`config.mk`:
```
export PLATFORM = sky130hd
export DESIGN_NAME = commit_timestamp_sequencer
export DESIGN_NICKNAME = d
export VERILOG_FILES = /design/src/sv/cts_pkg.sv /design/src/sv/commit_timestamp_sequencer.sv
export SDC_FILE = /design/constraint.sdc
export NUM_CORES = 1
export LEC_CHECK = 0
export BUFFER_PORTS_ARGS = -buffer_cell sky130_fd_sc_hd__buf_2
export CORE_ASPECT_RATIO = 0.8
export CORE_MARGIN = 1.5
export CORE_UTILIZATION = 35
export CTS_CLUSTER_SIZE = 8
export DETAILED_ROUTE_END_ITERATION = 8
export GPL_TIMING_DRIVEN = 0
export PLACE_DENSITY = 0.53
export SYNTH_ARGS = -nofsm -noshare
export SYNTH_HDL_FRONTEND = slang
export SYNTH_SLANG_ARGS = --single-unit
```
`constraint.sdc`:
```
create_clock -name clk -period 8.79 [get_ports clk]
set_input_delay 0 -clock clk [delete_from_list [all_inputs] [get_ports clk]]
set_output_delay 0 -clock clk [all_outputs]
set_load 0.01 [all_outputs]
```
`src/sv/cts_pkg.sv`:
```
// Package for the commit timestamp sequencer: request and status codes,
// sequencer state type and default sizes. No dependencies.
package cts_pkg;

    // Width of the timestamp fields at the ports.
    localparam int PORT_TS_W = 64;

    // Default sizes handed to the top level.
    localparam int DEF_WINDOW  = 64;
    localparam int DEF_TS_BITS = 64;

    typedef enum logic [1:0] {
        REQ_ALLOCATE = 2'd0,
        REQ_COMPLETE = 2'd1,
        REQ_ADVANCE  = 2'd2,
        REQ_READ     = 2'd3
    } req_t;

    typedef enum logic [1:0] {
        STATUS_OK     = 2'd0,
        STATUS_STALE  = 2'd1,
        STATUS_BEYOND = 2'd2
    } status_t;

    typedef enum logic [3:0] {
        ST_IDLE,
        ST_ALLOC,
        ST_COMPLETE,
        ST_ADV_ALLOC,
        ST_ADV_MARK,
        ST_SLIDE,
        ST_DRAIN,
        ST_FINISH
    } seq_state_t;

endpackage

```
`src/sv/commit_timestamp_sequencer.sv`:
```
// Commit timestamp sequencer: hands out timestamps and tracks out-of-order
// completions behind an in-order visible watermark. Depends on cts_pkg.
//
//   Channel | Handshake            | Payload
//   --------+----------------------+-----------------------------------------
//   input   | in_valid / in_ready  | req_type[1:0], ts_value[63:0]
//   output  | out_valid / out_ready| result_ts[63:0], visible_ts[63:0],
//           |                      | status[1:0]
//
// Sequencing: one transaction is handled at a time by a small sequencer around a
// single TS_BITS-wide adder. From acceptance to the output register: a read
// goes straight to ST_FINISH; an allocate passes ST_ALLOC; a complete passes
// ST_COMPLETE, and a next-in-line one then drains in ST_DRAIN; an advance
// passes ST_ADV_ALLOC and ST_ADV_MARK, and one that raises the watermark then
// slides the window in ST_SLIDE (fewer than WINDOW positions, else it clears
// it) and drains in ST_DRAIN. The window shifts one bit per cycle.
// Reset: asynchronous, active low; counters, watermark and the done window
// are flip-flops cleared at once, so no clearing pass follows reset.
// Stalls: a new transaction is accepted while a finished result still waits in
// the output register; the sequencer holds only when its next result is ready
// and the output register is still occupied.
module commit_timestamp_sequencer
    import cts_pkg::*;
#(
    parameter int WINDOW  = DEF_WINDOW,
    parameter int TS_BITS = DEF_TS_BITS
)
(
    input  logic                 clk,
    input  logic                 rst_n,
    input  logic                 in_valid,
    output logic                 in_ready,
    input  logic [1:0]           req_type,
    input  logic [PORT_TS_W-1:0] ts_value,
    output logic                 out_valid,
    input  logic                 out_ready,
    output logic [PORT_TS_W-1:0] result_ts,
    output logic [PORT_TS_W-1:0] visible_ts,
    output logic [1:0]           status
);

    localparam int IDX_W = $clog2(WINDOW);

    // Architectural state.
    logic [TS_BITS-1:0] alloc_reg, alloc_next;
    logic [TS_BITS-1:0] mark_reg, mark_next;
    logic [WINDOW-1:0]  win_reg, win_next;

    // Sequencer and transaction registers.
    seq_state_t         state_reg, state_next;
    req_t               req_reg, req_next;
    logic [TS_BITS-1:0] ts_reg, ts_next;
    status_t            status_reg, status_next;
    logic [IDX_W-1:0]   slide_reg, slide_next;

    // Output register.
    logic                 out_valid_reg, out_valid_next;
    logic [TS_BITS-1:0]   result_out_reg, result_out_next;
    logic [TS_BITS-1:0]   visible_out_reg, visible_out_next;
    status_t              status_out_reg, status_out_next;

    // Shared adder: a + b + 1, or a - b when sub is set.
    logic [TS_BITS-1:0] unit_a, unit_b;
    logic               unit_sub;
    logic [TS_BITS:0]   unit_full;
    logic [TS_BITS-1:0] unit_sum;
    logic               unit_cout;
    logic               unit_gt;

    logic               accept;
    logic               out_free;
    logic               mark_max;
    logic               drain_go;
    logic [IDX_W-1:0]   set_idx;

    always_comb
    begin
        unit_a   = '0;
        unit_b   = '0;
        unit_sub = 1'b0;
        unique case (state_reg)
            ST_ALLOC:
            begin
                unit_a = alloc_reg;
            end
            ST_COMPLETE, ST_ADV_MARK:
            begin
                unit_a   = ts_reg;
                unit_b   = mark_reg;
                unit_sub = 1'b1;
            end
            ST_ADV_ALLOC:
            begin
                unit_a   = ts_reg;
                unit_b   = alloc_reg;
                unit_sub = 1'b1;
            end
            ST_DRAIN:
            begin
                unit_a = mark_reg;
            end
            default:
            begin
                unit_a = '0;
            end
        endcase
    end

    assign unit_full = {1'b0, unit_a} + {1'b0, (unit_sub ? ~unit_b : unit_b)}
                       + (TS_BITS + 1)'(1);
    assign unit_sum  = unit_full[TS_BITS-1:0];
    assign unit_cout = unit_full[TS_BITS];
    // In subtract mode: a strictly greater than b.
    assign unit_gt   = unit_cout && (unit_sum != '0);

    assign mark_max = (mark_reg == {TS_BITS{1'b1}});
    assign drain_go = win_reg[0] && !mark_max;
    // Window position of a completion: its distance above the watermark less one.
    assign set_idx  = unit_sum[IDX_W-1:0] - IDX_W'(1);

    assign in_ready = (state_reg == ST_IDLE);
    assign accept   = in_valid && in_ready;
    assign out_free = !out_valid_reg || out_ready;

    // Next-state logic.
    always_comb
    begin
        state_next = state_reg;
        unique case (state_reg)
            ST_IDLE:
            begin
                if (accept)
                begin
                    unique case (req_t'(req_type))
                        REQ_ALLOCATE: state_next = ST_ALLOC;
                        REQ_COMPLETE: state_next = ST_COMPLETE;
                        REQ_ADVANCE:  state_next = ST_ADV_ALLOC;
                        REQ_READ:     state_next = ST_FINISH;
                    endcase
                end
            end
            ST_ALLOC:
            begin
                state_next = ST_FINISH;
            end
            ST_COMPLETE:
            begin
                if (unit_gt && !mark_max && unit_sum == TS_BITS'(1))
                begin
                    state_next = ST_DRAIN;
                end
                else
                begin
                    state_next = ST_FINISH;
                end
            end
            ST_ADV_ALLOC:
            begin
                state_next = ST_ADV_MARK;
            end
            ST_ADV_MARK:
            begin
                priority if (!unit_gt)
                begin
                    state_next = ST_FINISH;
                end
                else if (unit_sum >= TS_BITS'(WINDOW))
                begin
                    state_next = ST_DRAIN;
                end
                else
                begin
                    state_next = ST_SLIDE;
                end
            end
            ST_SLIDE:
            begin
                if (slide_reg == IDX_W'(1))
                begin
                    state_next = ST_DRAIN;
                end
            end
            ST_DRAIN:
            begin
                if (!drain_go)
                begin
                    state_next = ST_FINISH;
                end
            end
            ST_FINISH:
            begin
                if (out_free)
                begin
                    state_next = ST_IDLE;
                end
            end
            default:
            begin
                state_next = ST_IDLE;
            end
        endcase
    end

    // Datapath and output logic.
    always_comb
    begin
        alloc_next       = alloc_reg;
        mark_next        = mark_reg;
        win_next         = win_reg;
        req_next         = req_reg;
        ts_next          = ts_reg;
        status_next      = status_reg;
        slide_next       = slide_reg;
        out_valid_next   = out_valid_reg && !out_ready;
        result_out_next  = result_out_reg;
        visible_out_next = visible_out_reg;
        status_out_next  = status_out_reg;

        unique case (state_reg)
            ST_IDLE:
            begin
                if (accept)
                begin
                    req_next    = req_t'(req_type);
                    ts_next     = ts_value[TS_BITS-1:0];
                    status_next = STATUS_OK;
                end
            end
            ST_ALLOC:
            begin
                alloc_next = unit_sum;
            end
            ST_COMPLETE:
            begin
                priority if (!unit_gt || mark_max)
                begin
                    status_next = STATUS_STALE;
                end
                else if (unit_sum == TS_BITS'(1))
                begin
                    mark_next = ts_reg;
                    win_next  = win_reg >> 1;
                end
                else if (unit_sum <= TS_BITS'(WINDOW))
                begin
                    win_next = win_reg | (WINDOW'(1) << set_idx);
                end
                else
                begin
                    status_next = STATUS_BEYOND;
                end
            end
            ST_ADV_ALLOC:
            begin
                if (unit_gt)
                begin
                    alloc_next = ts_reg;
                end
            end
            ST_ADV_MARK:
            begin
                if (unit_gt)
                begin
                    mark_next = ts_reg;
                    if (unit_sum >= TS_BITS'(WINDOW))
                    begin
                        win_next = '0;
                    end
                    else
                    begin
                        slide_next = unit_sum[IDX_W-1:0];
                    end
                end
            end
            ST_SLIDE:
            begin
                win_next   = win_reg >> 1;
                slide_next = slide_reg - IDX_W'(1);
            end
            ST_DRAIN:
            begin
                if (drain_go)
                begin
                    mark_next = unit_sum;
                    win_next  = win_reg >> 1;
                end
            end
            ST_FINISH:
            begin
                if (out_free)
                begin
                    out_valid_next   = 1'b1;
                    result_out_next  = (req_reg == REQ_ALLOCATE) ? alloc_reg : mark_reg;
                    visible_out_next = mark_reg;
                    status_out_next  = status_reg;
                end
            end
            default:
            begin
                out_valid_next = out_valid_reg && !out_ready;
            end
        endcase
    end

    always_ff @(posedge clk or negedge rst_n)
    begin
        if (!rst_n)
        begin
            state_reg     <= ST_IDLE;
            alloc_reg     <= '0;
            mark_reg      <= '0;
            win_reg       <= '0;
            out_valid_reg <= 1'b0;
        end
        else
        begin
            state_reg     <= state_next;
            alloc_reg     <= alloc_next;
            mark_reg      <= mark_next;
            win_reg       <= win_next;
            out_valid_reg <= out_valid_next;
        end
    end

    // Payload registers carry no reset.
    always_ff @(posedge clk)
    begin
        req_reg         <= req_next;
        ts_reg          <= ts_next;
        status_reg      <= status_next;
        slide_reg       <= slide_next;
        result_out_reg  <= result_out_next;
        visible_out_reg <= visible_out_next;
        status_out_reg  <= status_out_next;
    end

    assign out_valid  = out_valid_reg;
    assign result_ts  = PORT_TS_W'(result_out_reg);
    assign visible_ts = PORT_TS_W'(visible_out_reg);
    assign status     = status_out_reg;

    // The watermark only ever moves forward.
    a_mark_monotone: assert property (@(posedge clk) disable iff (!rst_n)
        $past(rst_n) |-> (mark_reg >= $past(mark_reg)))
        else $error("visible watermark moved backward");

    // Whenever a result is formed, the number just above the watermark is
    // not left marked done unless the watermark is saturated.
    a_drained: assert property (@(posedge clk) disable iff (!rst_n)
        (state_reg == ST_FINISH) |-> (!win_reg[0] || mark_max))
        else $error("done window not drained before result");

    // Only completions report a non-ok status.
    a_status_src: assert property (@(posedge clk) disable iff (!rst_n)
        (state_reg == ST_FINISH && status_reg != STATUS_OK)
            |-> (req_reg == REQ_COMPLETE))
        else $error("non-ok status on a request that is not a completion");

    // An allocation raises the counter by exactly one.
    a_alloc_step: assert property (@(posedge clk) disable iff (!rst_n)
        (state_reg == ST_ALLOC) |=> (alloc_reg == TS_BITS'($past(alloc_reg) + 1'b1)))
        else $error("allocation counter did not step by one");

endmodule
```
* Yosys cells after proc, flatten, opt, wreduce, memory -nomap -nowiden
Index checks and enable logic that the tools add are counted.
Storage, ports and cells: register bits 401, bits of input ports 70, output and inout port bits 132, logic and storage cells 116
Operators by class: add/sub/neg operators 4, order comparisons 2, eq/ne operators 27, shift operators 1, multiplexer cells 37, bitwise gates (word level) 2, reduce and logical (&&, ||, !) cells 31
Operators with widths (number):
- 64-bit 2-to-1 mux | 12
- 64-bit one-hot mux with 3 select lines | 2
- 64-bit one-hot mux with 2 select lines | 2
- 64-bit one-hot mux with 4 select lines | 1
- 64-bit by 64-bit adder with 65-bit output | 1
- 65-bit by 1-bit adder with 65-bit output, second input constant | 1
- 64-bit by 1-bit == test with 1-bit output, second input constant | 1
- 64-bit == test, second input constant | 1
- 64-bit by 7-bit greater-or-equal comparator with 1-bit output, second input constant | 1
- 64-bit by 7-bit <= comparator with 1-bit output, second input constant | 1
- 64-bit NOT | 1
- 64-bit bitwise OR | 1
- 64-bit nonzero test | 1
- 1-bit by 6-bit left shift with 64-bit output, first input constant | 1
- 4-bit one-hot mux with 8 select lines | 1
- 2-bit inequality test, second input constant | 10
- 4-bit by 3-bit == test with 1-bit output, second input constant | 4
- 4-bit 2-to-1 mux | 4
- 4-bit one-hot mux with 4 select lines | 1
- 2-bit 2-to-1 mux | 6
- 6-bit 2-to-1 mux | 2
- 6-bit one-hot mux with 2 select lines | 1
- 6-bit by 1-bit subtractor with 6-bit output, second input constant | 2
- 3-bit inequality test, second input constant | 3
- 23 further kinds | 43

* Longest topological paths before layout
Gate-level depths: netlist of run 1.
depth in word-level cells 14, depth in mapped cells 26, mapped depth without buffers 21

* Least setup slack after synthesis of run 1
No wires, ideal clock.
kind register to register, start reg state_reg[1], end reg result_out_reg[0] (netlist: result_ts[0]) (enable), setup time 0.623 ns, arrival 6.727 ns, required time 8.167 ns, path slack 1.440 ns, cell stages (with the launch flop) 6, path buffers 3, period minus slack after synthesis 7.350 ns, cells stage by stage dfrtp_1 -> clkbuf_1 -> clkbuf_1 -> clkbuf_1 -> nand3_1 -> nor2_1
Between the ends: cells in the longest elaborated chain, start to end 2
Ends and longest elaborated chain:
- start, declared | line commit_timestamp_sequencer.sv:50 | seq_state_t state_reg, state_next;
- start signal, assigned | line commit_timestamp_sequencer.sv:317 | state_reg <= state_next;
- 4-bit by 3-bit == test with 1-bit output | line commit_timestamp_sequencer.sv:219 | unique case (state_reg)
- 2-bit AND reduction (no source line)
- end signal, assigned | line commit_timestamp_sequencer.sv:332 | result_out_reg <= result_out_next;
- end, declared | line commit_timestamp_sequencer.sv:58 | logic [TS_BITS-1:0] result_out_reg, result_out_next;
Every way passes these cells. A chain may end at the register's enable or synchronous reset.

* Final worst setup path of run 1
start reg state_reg[2], end reg win_reg[11]
Between the ends: cells in the longest elaborated chain, start to end 14, elaborated cells between the ends (all ways) 36, classes of those cells add/sub: 3; order compare: 2; eq/ne: 12; shift: 1; mux: 8; bitwise: 2; reduce/logical: 8
Ends and longest elaborated chain:
- parallel branches: the longest is 14 deep, another holds 64-bit by 64-bit adder with 65-bit output
- end signal, assigned | line commit_timestamp_sequencer.sv:320 | win_reg <= win_next;
- end, declared | line commit_timestamp_sequencer.sv:47 | logic [WINDOW-1:0] win_reg, win_next;
Several ways; the timed one is not identified. The select of a mux whose other input is x is not followed.

==> results of run 1 <==
## layout by cell type (no fill, tap or decap), types with 64 or more instances in the layout
cell           count
a21oi_1          177
a221oi_1          68
nand2_1          328
a22oi_1          102
ha_1              66
edfxtp_1         204
nand4_1           68
a22o_1            64
nor2_1           168
mux2_2           174
dlygate4sd3_1     70
buf_2            247
dfrtp_1          196
clkbuf_1         161
o21ai_0          175
## worst paths after layout
check                                            end  slack (ns)  depth (start not counted)
max in group asynchronous  alloc_reg[17]$_DFFE_PN0P_        7.37                          4
min in group asynchronous   mark_reg[45]$_DFFE_PN0P_        0.45                          3
setup reg to reg             win_reg[11]$_DFFE_PN0P_        0.27                         22
hold reg to reg                  status[1]$_DFFE_PP_        0.42                          0
setup / recovery             win_reg[11]$_DFFE_PN0P_        0.27                         22
hold / removal                   ts_reg[5]$_DFFE_PP_        0.07                          2
## synth_stat cells, types with 42 or more instances
| master | instances |
|---|---|
| nand2_1 | 328 |
| edfxtp_1 | 204 |
| dfrtp_1 | 196 |
| a21oi_1 | 177 |
| o21ai_0 | 176 |
| mux2_2 | 174 |
| nor2_1 | 172 |
| clkbuf_1 | 136 |
| a22oi_1 | 102 |
| a221oi_1 | 68 |
| nand4_1 | 68 |
| ha_1 | 66 |
| a22o_1 | 64 |
| nor3_1 | 51 |
| buf_2 | 45 |
| inv_1 | 42 |
## stage by stage
step | util (%) | hold slack (ns) | instance area, um^2
finish | 42.5 | 0.0660 | 30100
global route | 42.4 | 0.0558 | 30100
CTS | 42.4 | 0.0137 | 30100
detailed placement | 38.9 | 0.0402 | 27600
global placement | 38.7 | 0.179 | 27400
floorplan | - | -0.296 | 25300
## worst max-delay path, stage by stage (launching register included)
cell      delay (ns)
dfrtp_1         0.32
clkbuf_1        0.41
nand2_1         0.42
nand2_1         0.28
clkbuf_2        0.50
clkbuf_1        0.69
a22o_1          0.27
nor2_1          0.05
ha_1            0.33
clkbuf_1        0.37
nand4_1         0.40
nor3_1          0.29
a22oi_1         0.16
a311oi_2        0.75
nor3_2          0.19
o21ai_1         0.54
nand4_1         0.26
nor4_4          0.53
a31oi_1         0.20
a31oi_2         0.55
buf_2           0.40
nor2_1          0.16
o221a_2         0.29
## cell type report
type | instances | area share [%]
Clock inverter | 3 | 0.233
Timing Repair Buffer | 280 | 6.35
Clock buffer | 96 | 5.25
Tap cell | 934 | 3.88
Multi-Input combinational cell | 1960 | 44.2
Antenna cell | 1 | 0.00831
Inverter | 44 | 0.548
Sequential cell | 400 | 36.6
Buffer | 198 | 2.92
## repair_timing
item	CTS	global route
hold endpoints to repair	256	0
setup buffers	1	0
pin swaps	1	0
setup endpoints to repair	204	203
hold buffers	71	0
gates resized for setup	22	26
## cells by family (layout without fill, tap and decap cells)
logic type,count (synthesis),after routing
other cells,0,1
buf+inv,243,621
flops,400,400
compound gates,854,854
mux,217,217
fa+ha+maj,68,68
simple gates,765,765
xor+xnor,56,56
## layer usage
layer / track usage, % / part of all wire, % / vias up
met5: 0 / 0.017 / -
met3: 4.38 / 6.9 / 124
met1: 41.3 / 48 / 11702
li1: - / - / 10618
met4: 7.24 / 2.4 / 2
met2: 40.6 / 43 / 995
==> impl_metrics.json, run 1 <==
{
  "final_nets": 3077,
  "ys_types": 91,
  "synth_top_family_by_area": "compound AO/OA/AOI/OAI gates",
  "ios": 202,
  "rsz0062_at_grt": "false",
  "antenna_found_initial": 4,
  "drive_gt1_share_pct": 19.2,
  "synth_compound_area_share_pct": 23.1,
  "placedCellCount": 3745,
  "async_reset_ff_share_pct": 49.0,
  "synth_edf_count": 204,
  "netlist_instances": 2603,
  "die_w_um": 303,
  "synth_top_area_share_pct": 24.3,
  "instances_no_fill": 3916,
  "grt-ovfl-total": 0,
  "synth-simple-area-share_pct": 14.2,
  "status": "completed",
  "core_mm2": 0.0710,
  "fp.dieArea_mm2": 0.0738,
  "max-cap-violations": 0,
  "placement_rows": 87,
  "hold_violations": 0,
  "drc": 0,
  "seqCellArea_mm2": 0.0110,
  "slew_viol_final": 0,
  "critPathMaxFanout": 10,
  "max_slew.worst_pin.slew_ns": 1.44,
  "die_height_um": 243,
  "root_buffer": "clkbuf_16",
  "syn_area_mm2": 0.0253,
  "syn_area_per_cell_um2": 9.70,
  "period_share_pct": 96.9,
  "holdCritPathClass": "in2reg",
  "clk_path_buf_depth": 3,
  "cts_htree_levels": 2,
  "multi_input_area_mm2": 0.0133,
  "worstSkewPairLatency_ns": 0.66,
  "end_kind": "register",
  "cts_buffers": 56,
  "yosys_warnings": 0,
  "grt_first_pass_wirelength_um": 152000,
  "vias": 23441,
  "ant_nets": 0,
  "setup_violations": 0,
  "tritoncts": "yes",
  "clkTransAtPathRegs_ns": 0.05,
  "detailed_place_hpwl_um": 78400,
  "drt_iter0_markers": 2398,
  "place_congestion": 0.947,
  "seq_area_frac_synth_pct": 43.7,
  "nFillCells": 7046,
  "synth_xor_xnor_area_share_pct": 1.94,
  "maxSlewHeadroom_pct": 4.04,
  "cp.required_ns": 9.32,
  "ys_seq_elements": 400,
  "layout_setup_ws_ns": 0.272,
  "holdCritStartpoint": "ts_value[5]",
  "drt-pass1-iter-count": 5,
  "io_buffers": 201,
  "max_freq_mhz": 117,
  "crit_start": "state_reg[2]$_DFFE_PN0P_",
  "final.setup.tns_ns": 0,
  "synth_fa_ha_area_share_pct": 3.39,
  "dp_slack_ns": -3.00,
  "synth.net_count": 2740,
  "synth_ff_type": "edfxtp_1",
  "grtUsageTotal_pct": 27.5,
  "fin_crit_ns": 8.52,
  "routed_wl_um": 102000,
  "start_util_pct": 35.6,
  "cp.arrival_ns": 9.05,
  "rr_startpoint": "state_reg[2]$_DFFE_PN0P_",
  "synth_area_leaders": "edfxtp_1, dfrtp_1, mux2_2",
  "crit_path_start_kind": "register",
  "grt_max_degree": 113,
  "avgViaCountPerCell": 5.99,
  "skew_ns": 0.0534,
  "grt_pass1_vias": 22998,
  "synthToLayoutAreaGrowth_pct": 19.3,
  "cts.sinks": 400,
  "yosys.area.top_type": "edfxtp_1",
  "crit_type": "reg2reg",
  "synthMuxAreaShare_pct": 9.65,
  "avgRoutedWirePerCell_um": 26.0
}
Power of run 1 is left out: the tool's default activity adds up to more than one toggle a clock period on the data nets, which glitch-free logic cannot reach.
==> inputs of run 2 (changes only) <==
==> constraint.sdc (replaced) <==
create_clock -name clk -period 8.79 [get_ports clk]
set_input_delay 1.3185 -clock clk [delete_from_list [all_inputs] [get_ports clk]]
set_output_delay 1.3185 -clock clk [all_outputs]
set_load 0.01 [all_outputs]
==> run 2 against run 1 <==
Effect of this change:
- sequential share of layout area grew 0.90 points
- setup slack worse by 0.018 ns
- final cell count down 1.8%
- clock skew shrank 0.0068 ns
- utilization shrank 1.0 points
- via count shrank 1.0%
- count of clock-buffer cells in the layout unchanged
- register-to-register slack got worse by 0.02 ns
- critical path depth up 1
- global-route usage is 0.15 points lower
- die area unchanged
- flip-flop and latch count unchanged
- critical path type unchanged
==> impl_metrics.json, run 2 (synthesis results as in run 1) <==
{
  "cts_htree_levels": 2,
  "critPathMaxFanout": 10,
  "clkTransAtPathRegs_ns": 0.05,
  "hold_violations": 0,
  "grt_first_pass_wirelength_um": 151000,
  "instances_no_fill": 3845,
  "die_w_um": 303,
  "start_util_pct": 35.6,
  "grt_max_degree": 113,
  "holdCritPathClass": "reg2reg",
  "detailed_place_hpwl_um": 78400,
  "max-cap-violations": 0,
  "vias": 23197,
  "drc": 0,
  "max_freq_mhz": 117,
  "fp.dieArea_mm2": 0.0738,
  "crit_type": "reg2reg",
  "die_height_um": 243,
  "synthToLayoutAreaGrowth_pct": 16.4,
  "avgViaCountPerCell": 6.03,
  "utilization_pct": 41.4,
  "clk_path_buf_depth": 3,
  "multi_input_area_mm2": 0.0133,
  "core_mm2": 0.0710,
  "placement_rows": 87,
  "ios": 202,
  "final_common_cell": "nand2_1",
  "fin_area_mm2": 0.0294,
  "placedInstanceArea_mm2": 0.0276,
  "max_slew.worst_pin.slew_ns": 1.45,
  "rsz0062_at_grt": "false",
  "routed_wl_um": 101000,
  "nFillCells": 7090,
  "grt_pass1_vias": 22765,
  "layout_common_cells": "nand2_1, buf_2, edfxtp_1",
  "ant_nets": 0,
  "cts_buffers": 56,
  "period_share_pct": 97.1,
  "drt_iter0_markers": 2176,
  "root_buffer": "clkbuf_16",
  "seqCellArea_mm2": 0.0110,
  "fin_crit_ns": 8.54,
  "maxSlewHeadroom_pct": 3.20,
  "final_nets": 3006,
  "slew_viol_final": 0,
  "io_buffers": 201,
  "crit_path_start_kind": "register",
  "placedCellCount": 3745,
  "tritoncts": "yes",
  "cts.sinks": 400,
  "drive_gt1_share_pct": 19.6,
  "end_kind": "register",
  "status": "completed",
  "place_congestion": 0.947,
  "setup_violations": 0,
  "worstSkewPairLatency_ns": 0.66,
  "avgRoutedWirePerCell_um": 26.4,
  "grtUsageTotal_pct": 27.3,
  "cp.arrival_ns": 9.03,
  "final.setup.tns_ns": 0,
  "drt-pass1-iter-count": 5,
  "cp.required_ns": 9.29,
  "skew_ns": 0.0467,
  "grt-ovfl-total": 0,
  "antenna_found_initial": 4
}
==> run 2: layout make-up <==
cell class                 count  area share (%)
tap                          934            3.97
clock inverter                 3           0.238
buffer                       198            2.99
sequential                   400            37.5
antenna                        1         0.00851
inverter                      44           0.562
timing repair buffer         209            4.05
multi-input combinational   1960            45.3
clock buffer                  96            5.38
==> run 2: worst max-delay path, stage by stage, from the launching register on <==
cell,delay (ns)
dfrtp_1,0.32
clkbuf_1,0.41
nand2_1,0.43
nand2_1,0.29
clkbuf_2,0.50
clkbuf_1,0.69
a22o_1,0.27
nor2_1,0.05
ha_1,0.33
clkbuf_1,0.38
nand4_1,0.39
nor3_1,0.28
a22oi_1,0.16
a311oi_2,0.75
nor3_2,0.19
o21ai_1,0.54
nand4_1,0.27
nor4_4,0.51
nand2_1,0.27
o21ai_0,0.25
a21boi_1,0.09
buf_2,0.37
buf_6,0.28
mux2_1,0.31
==> run 2: path summary, 6_finish.rpt <==
path / start / to / slack [ns] / cells after the start
setup reg to reg: state_reg[2]$_DFFE_PN0P_ / alloc_reg[60]$_DFFE_PN0P_ / 0.25 / 23
hold reg to reg: status_reg[1]$_SDFFCE_PN0P_ / status[1]$_DFFE_PP_ / 0.42 / 0
setup / recovery: state_reg[2]$_DFFE_PN0P_ / alloc_reg[60]$_DFFE_PN0P_ / 0.25 / 23
hold / removal: status_reg[1]$_SDFFCE_PN0P_ / status[1]$_DFFE_PP_ / 0.42 / 0
max in group asynchronous: rst_n / alloc_reg[17]$_DFFE_PN0P_ / 7.05 / 2
min in group asynchronous: rst_n / mark_reg[55]$_DFFE_PN0P_ / 0.68 / 1
==> run 2: per-stage QoR <==
stage	setup slack (ns)	hold WS, ns
after floorplan	1.34	0.400
after detailed placement	-3.00	0.408
after global placement	-2.91	0.414
final	0.254	0.418
after CTS	0.0294	0.421
after global routing	0.0205	0.425
==> run 2: what timing repair did <==
action                                  CTS  global route
buffers inserted                          1             0
gates resized for setup                  22            26
pin swaps                                 1             0
hold buffers                              0             0
endpoints found under the setup margin  204           202
endpoints found under the hold margin     0             0
==> run 2: per-layer routing <==
layer  part of all wire (%)  vias up  GRT usage (%)
li1                       -    10465              -
met1                     48    11654           41.2
met2                     43      946           40.1
met3                    6.8      130           4.41
met4                    2.4        2           7.24
met5                  0.017        -              0
Power of run 2 is left out for the same reason.
